### src/rtl/core/ecfr_pkg.sv
// Package for the escaped CRC-16 frame receiver: codes, register indexes,
// phase encoding and the structs passed between the receiver modules.
// No dependencies.
package ecfr_pkg;

    localparam int MAX_FRAME     = 1024;
    localparam int LEN_W         = 11;
    localparam int LEN_FIELD_MAX = (1 << LEN_W) - 1;
    localparam int LEN_LIMIT_I   = (MAX_FRAME > LEN_FIELD_MAX) ? LEN_FIELD_MAX : MAX_FRAME;
    localparam logic [LEN_W-1:0] LEN_LIMIT = LEN_W'(LEN_LIMIT_I);

    // CRC-16/ARC, reflected form
    localparam logic [15:0] CRC_POLY = 16'hA001;

    // register indexes on the config port
    localparam int CFG_IDX_W = 2;
    localparam logic [CFG_IDX_W-1:0] REG_START       = 2'd0;
    localparam logic [CFG_IDX_W-1:0] REG_PLAIN_START = 2'd1;
    localparam logic [CFG_IDX_W-1:0] REG_END         = 2'd2;
    localparam logic [CFG_IDX_W-1:0] REG_ESCAPE      = 2'd3;

    // code reset values
    localparam logic [7:0] START_CODE_RST       = 8'hFD;
    localparam logic [7:0] PLAIN_START_CODE_RST = 8'hFE;
    localparam logic [7:0] END_CODE_RST         = 8'hEF;
    localparam logic [7:0] ESCAPE_CODE_RST      = 8'hEA;

    typedef enum logic [2:0] {
        PH_IDLE   = 3'd0,
        PH_DATA   = 3'd1,
        PH_ESC    = 3'd2,
        PH_CRC_HI = 3'd3,
        PH_CRC_LO = 3'd4
    } t_phase;

    typedef struct packed {
        logic [7:0] start_code;
        logic [7:0] plain_start_code;
        logic [7:0] end_code;
        logic [7:0] escape_code;
    } t_cfg;

    typedef struct packed {
        logic             emit;
        logic [7:0]       payload_byte;
        logic             frame_end;
        logic             crc_ok;
        logic [LEN_W-1:0] frame_length;
        logic             length_overflow;
    } t_result;

endpackage

### src/rtl/core/ecfr_cfg.sv
// Code register file of the frame receiver: four 8-bit codes, write only.
// Depends on ecfr_pkg.
module ecfr_cfg
    import ecfr_pkg::*;
(
    input  logic                 i_clk,
    input  logic                 i_rst_n,
    input  logic                 i_cfg_we,
    input  logic [CFG_IDX_W-1:0] i_cfg_addr,
    input  logic [7:0]           i_cfg_wdata,
    output t_cfg                 o_cfg
);

    t_cfg r_cfg;
    t_cfg n_cfg;

    always_comb begin
        n_cfg = r_cfg;
        if (i_cfg_we) begin
            unique case (i_cfg_addr)
                REG_START:       n_cfg.start_code       = i_cfg_wdata;
                REG_PLAIN_START: n_cfg.plain_start_code = i_cfg_wdata;
                REG_END:         n_cfg.end_code         = i_cfg_wdata;
                REG_ESCAPE:      n_cfg.escape_code      = i_cfg_wdata;
                default:         n_cfg = r_cfg;
            endcase
        end
    end

    always_ff @(posedge i_clk) begin
        if (!i_rst_n) begin
            r_cfg.start_code       <= START_CODE_RST;
            r_cfg.plain_start_code <= PLAIN_START_CODE_RST;
            r_cfg.end_code         <= END_CODE_RST;
            r_cfg.escape_code      <= ESCAPE_CODE_RST;
        end else begin
            r_cfg <= n_cfg;
        end
    end

    assign o_cfg = r_cfg;

endmodule

### src/rtl/core/ecfr_crc.sv
// One-byte CRC-16/ARC update (reflected poly 0xA001), purely combinational.
// Depends on ecfr_pkg.
module ecfr_crc
    import ecfr_pkg::*;
(
    input  logic [15:0] i_crc,
    input  logic [7:0]  i_byte,
    output logic [15:0] o_crc
);

    always_comb begin
        logic [15:0] c;
        c = i_crc ^ {8'h00, i_byte};
        for (int i = 0; i < 8; i++) begin
            c = c[0] ? ((c >> 1) ^ CRC_POLY) : (c >> 1);
        end
        o_crc = c;
    end

endmodule

### src/rtl/core/ecfr_deframe.sv
// Deframing state machine: phase, running CRC, payload count and overflow,
// and the result of each processed byte. Depends on ecfr_pkg and ecfr_crc.
module ecfr_deframe
    import ecfr_pkg::*;
(
    input  logic       i_clk,
    input  logic       i_rst_n,
    input  logic       i_advance,
    input  logic [7:0] i_byte,
    input  t_cfg       i_cfg,
    output t_result    o_res
);

    t_phase           r_phase, n_phase;
    logic [15:0]      r_crc, n_crc;
    logic [7:0]       r_crc_hi, n_crc_hi;
    logic [LEN_W-1:0] r_count, n_count;
    logic             r_overflow, n_overflow;
    logic [15:0]      crc_upd;

    ecfr_crc u_crc (
        .i_crc  (r_crc),
        .i_byte (i_byte),
        .o_crc  (crc_upd)
    );

    always_ff @(posedge i_clk) begin
        if (!i_rst_n) begin
            r_phase    <= PH_IDLE;
            r_crc      <= '0;
            r_crc_hi   <= '0;
            r_count    <= '0;
            r_overflow <= 1'b0;
        end else begin
            r_phase    <= n_phase;
            r_crc      <= n_crc;
            r_crc_hi   <= n_crc_hi;
            r_count    <= n_count;
            r_overflow <= n_overflow;
        end
    end

    always_comb begin
        logic keep;
        keep       = 1'b0;
        n_phase    = r_phase;
        n_crc      = r_crc;
        n_crc_hi   = r_crc_hi;
        n_count    = r_count;
        n_overflow = r_overflow;
        o_res      = '0;
        if (i_advance) begin
            unique case (r_phase)
                PH_DATA: begin
                    // end code wins over escape when both are set equal
                    if (i_byte == i_cfg.end_code) begin
                        n_phase = PH_CRC_HI;
                    end else begin
                        n_crc = crc_upd;
                        if (i_byte == i_cfg.escape_code) begin
                            n_phase = PH_ESC;
                        end else begin
                            keep = 1'b1;
                        end
                    end
                end
                PH_ESC: begin
                    n_phase = PH_DATA;
                    if (i_byte == i_cfg.escape_code || i_byte == i_cfg.end_code ||
                        i_byte == i_cfg.plain_start_code) begin
                        n_crc = crc_upd;
                        keep  = 1'b1;
                    end
                end
                PH_CRC_HI: begin
                    n_crc_hi = i_byte;
                    n_phase  = PH_CRC_LO;
                end
                PH_CRC_LO: begin
                    o_res.emit            = 1'b1;
                    o_res.frame_end       = 1'b1;
                    o_res.crc_ok          = ({r_crc_hi, i_byte} == r_crc);
                    o_res.frame_length    = r_count;
                    o_res.length_overflow = r_overflow;
                    n_phase               = PH_IDLE;
                end
                default: begin
                    // idle and unused encodings
                    n_phase = PH_IDLE;
                    if (i_byte == i_cfg.start_code) begin
                        n_crc      = '0;
                        n_count    = '0;
                        n_overflow = 1'b0;
                        n_crc_hi   = '0;
                        n_phase    = PH_DATA;
                    end
                end
            endcase
            if (keep) begin
                o_res.emit         = 1'b1;
                o_res.payload_byte = i_byte;
                if (r_count >= LEN_LIMIT) begin
                    n_overflow = 1'b1;
                end else begin
                    n_count = r_count + 1'b1;
                end
            end
        end
    end

`ifndef SYNTH
    a_count_bound: assert property (@(posedge i_clk) disable iff (!i_rst_n)
        r_count <= LEN_LIMIT)
        else $error("payload count beyond limit");

    a_ovf_at_limit: assert property (@(posedge i_clk) disable iff (!i_rst_n)
        r_overflow |-> (r_count == LEN_LIMIT))
        else $error("overflow flag set below the length limit");

    a_report_to_idle: assert property (@(posedge i_clk) disable iff (!i_rst_n)
        (i_advance && r_phase == PH_CRC_LO) |=> (r_phase == PH_IDLE))
        else $error("end report did not return to idle");

    a_hold_when_stalled: assert property (@(posedge i_clk) disable iff (!i_rst_n)
        !i_advance |=> ($stable(r_phase) && $stable(r_crc) && $stable(r_count)))
        else $error("state changed without a processed byte");
`endif

endmodule

### src/rtl/core/escaped_crc16_frame_receiver.sv
// Top level of the escaped CRC-16 frame receiver: input register, code
// registers, deframer and output register. Depends on ecfr_pkg and submodules.
//
// Usage:
//   Slave stream (i_s_axis_*): one received serial byte per request in tdata.
//   Master stream (o_m_axis_*): zero or one result per input byte. A payload
//   byte carries the unescaped byte with frame_end low; the frame's second
//   CRC byte produces an end report with frame_end high, crc_ok, the
//   saturated frame_length and length_overflow. Dropped bytes, codes and the
//   first CRC byte produce nothing.
//   Config port: write i_cfg_wdata to code register i_cfg_addr when i_cfg_we
//   is high (0 start, 1 plain start, 2 end, 3 escape); only while idle.
// Path: an accepted byte is held in the input register, processed when it
//   moves on, and its result is presented from the output register.
// Throughput: one byte per cycle while the output register is not stalled,
//   limited by the combinational CRC and phase logic between the registers.
// Stall: when the output register holds an untaken result, the input register
//   holds its byte and o_s_axis_tready drops until the result is taken.
// Reset (i_rst_n low, synchronous): both registers empty, phase waiting for a
//   start code, CRC, count and overflow cleared, codes back to 0xFD, 0xFE,
//   0xEF and 0xEA.
module escaped_crc16_frame_receiver
    import ecfr_pkg::*;
(
    input  logic                 i_clk,
    input  logic                 i_rst_n,
    // slave stream
    input  logic                 i_s_axis_tvalid,
    output logic                 o_s_axis_tready,
    input  logic [7:0]           i_s_axis_tdata,   // [7:0] rx_byte
    // master stream
    output logic                 o_m_axis_tvalid,
    input  logic                 i_m_axis_tready,
    output logic [23:0]          o_m_axis_tdata,   // [7:0] payload_byte, [18:8] frame_length
    output logic [2:0]           o_m_axis_tuser,   // [0] frame_end, [1] crc_ok,
                                                   // [2] length_overflow
    // code register writes
    input  logic                 i_cfg_we,
    input  logic [CFG_IDX_W-1:0] i_cfg_addr,
    input  logic [7:0]           i_cfg_wdata
);

    t_cfg       cfg;
    t_result    res;
    logic       advance;

    logic       r_in_valid;
    logic [7:0] r_in_byte;
    logic       r_out_valid;
    t_result    r_out;

    // byte in the input register moves on when the output register is empty or being taken
    assign advance         = r_in_valid && (!r_out_valid || i_m_axis_tready);
    assign o_s_axis_tready = !r_in_valid || advance;

    ecfr_cfg u_cfg (
        .i_clk       (i_clk),
        .i_rst_n     (i_rst_n),
        .i_cfg_we    (i_cfg_we),
        .i_cfg_addr  (i_cfg_addr),
        .i_cfg_wdata (i_cfg_wdata),
        .o_cfg       (cfg)
    );

    ecfr_deframe u_deframe (
        .i_clk     (i_clk),
        .i_rst_n   (i_rst_n),
        .i_advance (advance),
        .i_byte    (r_in_byte),
        .i_cfg     (cfg),
        .o_res     (res)
    );

    // input register
    always_ff @(posedge i_clk) begin
        if (!i_rst_n) begin
            r_in_valid <= 1'b0;
        end else if (o_s_axis_tready) begin
            r_in_valid <= i_s_axis_tvalid;
        end
    end

    always_ff @(posedge i_clk) begin
        if (o_s_axis_tready && i_s_axis_tvalid) begin
            r_in_byte <= i_s_axis_tdata;
        end
    end

    // output register
    always_ff @(posedge i_clk) begin
        if (!i_rst_n) begin
            r_out_valid <= 1'b0;
        end else if (advance && res.emit) begin
            r_out_valid <= 1'b1;
        end else if (i_m_axis_tready) begin
            r_out_valid <= 1'b0;
        end
    end

    always_ff @(posedge i_clk) begin
        if (advance && res.emit) begin
            r_out <= res;
        end
    end

    assign o_m_axis_tvalid = r_out_valid;
    assign o_m_axis_tdata  = {5'b0, r_out.frame_length, r_out.payload_byte};
    assign o_m_axis_tuser  = {r_out.length_overflow, r_out.crc_ok, r_out.frame_end};

endmodule

### config.mk
export PLATFORM = sky130hd
export DESIGN_NAME = escaped_crc16_frame_receiver
export DESIGN_NICKNAME = d
export VERILOG_FILES = /design/src/rtl/core/ecfr_pkg.sv /design/src/rtl/core/ecfr_cfg.sv /design/src/rtl/core/ecfr_crc.sv /design/src/rtl/core/ecfr_deframe.sv /design/src/rtl/core/escaped_crc16_frame_receiver.sv
export SDC_FILE = /design/constraint.sdc
export NUM_CORES = 1
export LEC_CHECK = 0
export BUFFER_PORTS_ARGS = -buffer_cell sky130_fd_sc_hd__clkbuf_2
export CAP_MARGIN = 20
export CORE_MARGIN = 1
export CORE_UTILIZATION = 25
export DETAILED_ROUTE_END_ITERATION = 8
export GPL_TIMING_DRIVEN = 0
export PLACE_DENSITY = 0.4
export REMOVE_ABC_BUFFERS = 1
export SLEW_MARGIN = 10
export SYNTH_ARGS = -nofsm -noshare
export SYNTH_HDL_FRONTEND = slang
export SYNTH_HIERARCHICAL = 1
export SYNTH_SLANG_ARGS = --single-unit
### constraint.sdc
create_clock -name i_clk -period 7.8 [get_ports i_clk]
set_input_delay 1.17 -clock i_clk [delete_from_list [all_inputs] [get_ports i_clk]]
set_output_delay 1.17 -clock i_clk [all_outputs]
set_load 0.02 [all_outputs]
==> flow_summary.ini <==
[clock_tree]
numClockSinks = 103
clk_latency_ns = 0.35
root_buffer = clkbuf_16
cts_htree_levels = 3
clk_pin_slew_worst_paths_ns = 0.07
cts-hold-fix-buffers = 0
post_cts_resized = 0
cts_tree = built
cts_buffer_depth = 2
cts-buffers-inserted = 9
post_cts_buffers = 0

[setup_path]
cp-end-kind = register
critPathArrivalTime_ns = 3.95
cpPeakStageDelay_ns = 0.64
crit_family = simple AND/OR/NAND/NOR gates
crit_required_ns = 7.85
worstSetupPathType = register to register
cp_max_fo = 18
cpMaxStageDelayCell = nor4_1
path_cells = xor2_1, nor4_1, nand2_2, a31oi_2, o21a_1, or2_1, nand2_1, nor2_2, buf_8
critPathBufInv = 1
critPathLaunchType = register

[routing]
viasPerCell = 4.44
vias = 3673
ant_nets = 0
wire_per_inst_um = 15.4
first_pass_iters = 4
routed_wirelength_um = 12700
drc = 0
drt-initial-drc-count = 189

[finish]
final_common_cell = dfxtp_1
nFillCells = 2258
final_util_pct = 28.7
layout-drive-gt1-share_pct = 16.8
final_cell_mix = dfxtp_1 (73), nand2_1 (56), mux2i_1 (50), nor2b_1 (46), clkbuf_2 (45)
syn_to_final_growth_pct = 11.6
antenna_cells = 0
finish.net_count = 572

[pwr]
p_clk_share_pct = 41.5
seqPwrFrac_pct = 51.2
irDropWorstVdd_mv = 0.105
p_sw_w = 0.000264
p_comb_share_pct = 7.3
p_leak_nw = 2.24
powerDensity_nw_per_um2 = 183
intPower_w = 0.000855
swShare_pct = 23.6

[placement]
place.gp.congestion = 0.744
pre_cts_slack_ns = 3.55
place_hpwl_um = 8870
port_buffers = 46

[global_routing]
antenna_found_initial = 0
grt_max_degree = 81
met3_usage_pct = 2.93
grt_pass1_wl_um = 20300
grtUsageMet1_pct = 15.7
grt_pass1_vias = 3657
grt_overflow = 0
globalRouteMet2Util_pct = 19.4
busiest_layer = met2
track_usage_pct = 12.0

[sta]
hold_slack_ns = 0.473
fin_ws_ns = 3.90
worstMarginPinSlew_ns = 0.994
max_freq_mhz = 257
finClkSkew_ns = 0.0121
fin_crit_ns = 3.90
final.setup.tns_ns = 0
timing.final.crit_share_pct = 49.9
hold_viol = 0
slew_headroom_pct = 33.2
grt_setup_unrepaired = false
final-max-slew-violation-count = 0
setup_viol = 0

[floorplan]
initial_core_util_pct = 25.7
die_area_um2 = 22500
ioPinCount = 52
core_um2 = 21300
die_w_um = 150
die_y_um = 150
placementRows = 53

[synthesis]
yosysWarnings = 6
synth.avg_cell_area_um2 = 10.5
synth_edf_count = 30
async_flop_share_pct = 0
ys_types = 69
synthFlopType = dfxtp_1
syn_area_um2 = 5480
synth-seq-cells = 103
synth_cells = 523
yosysSeqAreaShare_pct = 43.1

[job]
drv_cap = 0

[status]
status = finished clean

[min_path]
hold_class = register to register
==> final timing paths <==
check	start	slack, ns	cells after the start	endpoint
worst max-delay path	r_in_byte[4]	3.90	9	o_m_axis_tdata[15]
worst min-delay path	u_deframe/r_overflow	0.47	1	u_deframe/r_overflow
worst max register to register	r_in_byte[4]	3.90	9	o_m_axis_tdata[15]
worst min register to register	u_deframe/r_overflow	0.47	1	u_deframe/r_overflow
==> power by group through the flow <==
stage	clock (W)	sequential, W	combinational [W]
after floorplan	0	0.000579	0.0000594
after global placement	0	0.000585	0.0000831
after detailed placement	0	0.000585	0.0000834
after CTS	0.000480	0.000573	0.0000838
after global routing	0.000501	0.000574	0.0000904
final	0.000464	0.000572	0.0000820
==> flip-flops by register name (all words and copies together) (netlist names) <==
signal                count
r_in_byte                 8
u_deframe/r_crc_hi        8
r_in_valid                1
u_deframe/r_count        11
u_deframe/r_phase         3
u_deframe/r_overflow      1
o_m_axis_tdata           19
o_m_axis_tuser            3
o_m_axis_tvalid           1
u_deframe/r_crc          16
u_cfg/o_cfg              32
==> metal layers <==
metal	share of wire, %	wire [um]
met1	48	6120
met3	4.0	512
met4	0.90	114
met2	47	5950
met5	0	0
==> metrics by stage <==
step | total power (W) | instance area [um2] | instances
global route | 0.00116 | 6120 | 827
floorplan | 0.000638 | 5210 | 488
global placement | 0.000669 | 5780 | 809
detailed placement | 0.000669 | 5810 | 810
finish | 0.00112 | 6120 | 827
CTS | 0.00114 | 6110 | 826
==> Yosys cell counts, types with 2 or more instances <==
cell type | count | area, um2
a21boi_1 | 3 | 22.5
clkbuf_8 | 2 | 27.5
xor2_2 | 8 | 130
inv_1 | 6 | 22.5
o21ai_1 | 4 | 20.0
nand3_1 | 10 | 50.1
o21ai_0 | 3 | 15.0
a311oi_2 | 2 | 30.0
nor3_2 | 2 | 20.0
nor2_1 | 12 | 45.0
nor3_1 | 4 | 20.0
buf_6 | 6 | 67.6
dfxtp_1 | 73 | 1460
nand2b_1 | 3 | 18.8
nand3b_1 | 2 | 15.0
o211ai_1 | 2 | 15.0
nor2b_1 | 46 | 288
o2111ai_1 | 11 | 96.3
nand4_1 | 11 | 68.8
nor4_4 | 2 | 42.5
clkbuf_1 | 11 | 41.3
o31a_1 | 2 | 17.5
xor2_1 | 19 | 166
and2_1 | 22 | 138
buf_4 | 12 | 90.1
mux2i_1 | 50 | 500
and3_1 | 2 | 12.5
nor4_1 | 6 | 37.5
nand2_2 | 2 | 12.5
or4_1 | 2 | 15.0
a22oi_1 | 8 | 60.1
buf_2 | 5 | 25.0
or3_1 | 2 | 12.5
nand4_2 | 2 | 25.0
nand2_1 | 56 | 210
ha_1 | 2 | 25.0
or2_1 | 2 | 12.5
xnor2_1 | 41 | 359
edfxtp_1 | 30 | 901
and3b_1 | 2 | 17.5
a21oi_1 | 2 | 10.0
o21a_1 | 4 | 30.0
==> kinds of logic (layout without fill, tap and decap cells) <==
family | after synthesis | count (layout) | share of synthesized area (%)
muxes | 50 | 50 | 9.13
adders and majority gates | 2 | 2 | 0.457
buffers and inverters | 45 | 70 | 5.62
other | 1 | 5 | 0.0684
AOI/OAI and AO/OA | 53 | 53 | 7.95
and+or+nand+nor | 199 | 199 | 20.9
xor gates and xnor gates | 70 | 70 | 12.8
DFF | 103 | 103 | 43.1
==> final cells by class <==
cell class | instances | area [um2] | area share, %
Clock inverter | 5 | 56.3 | 0.920
Sequential cell | 103 | 2360 | 38.6
Inverter | 6 | 22.5 | 0.368
Multi-Input combinational cell | 379 | 2830 | 46.3
Tap cell | 275 | 344 | 5.62
Timing Repair Buffer | 48 | 259 | 4.23
Clock buffer | 11 | 243 | 3.97
(Power assumes the default switching activity.)
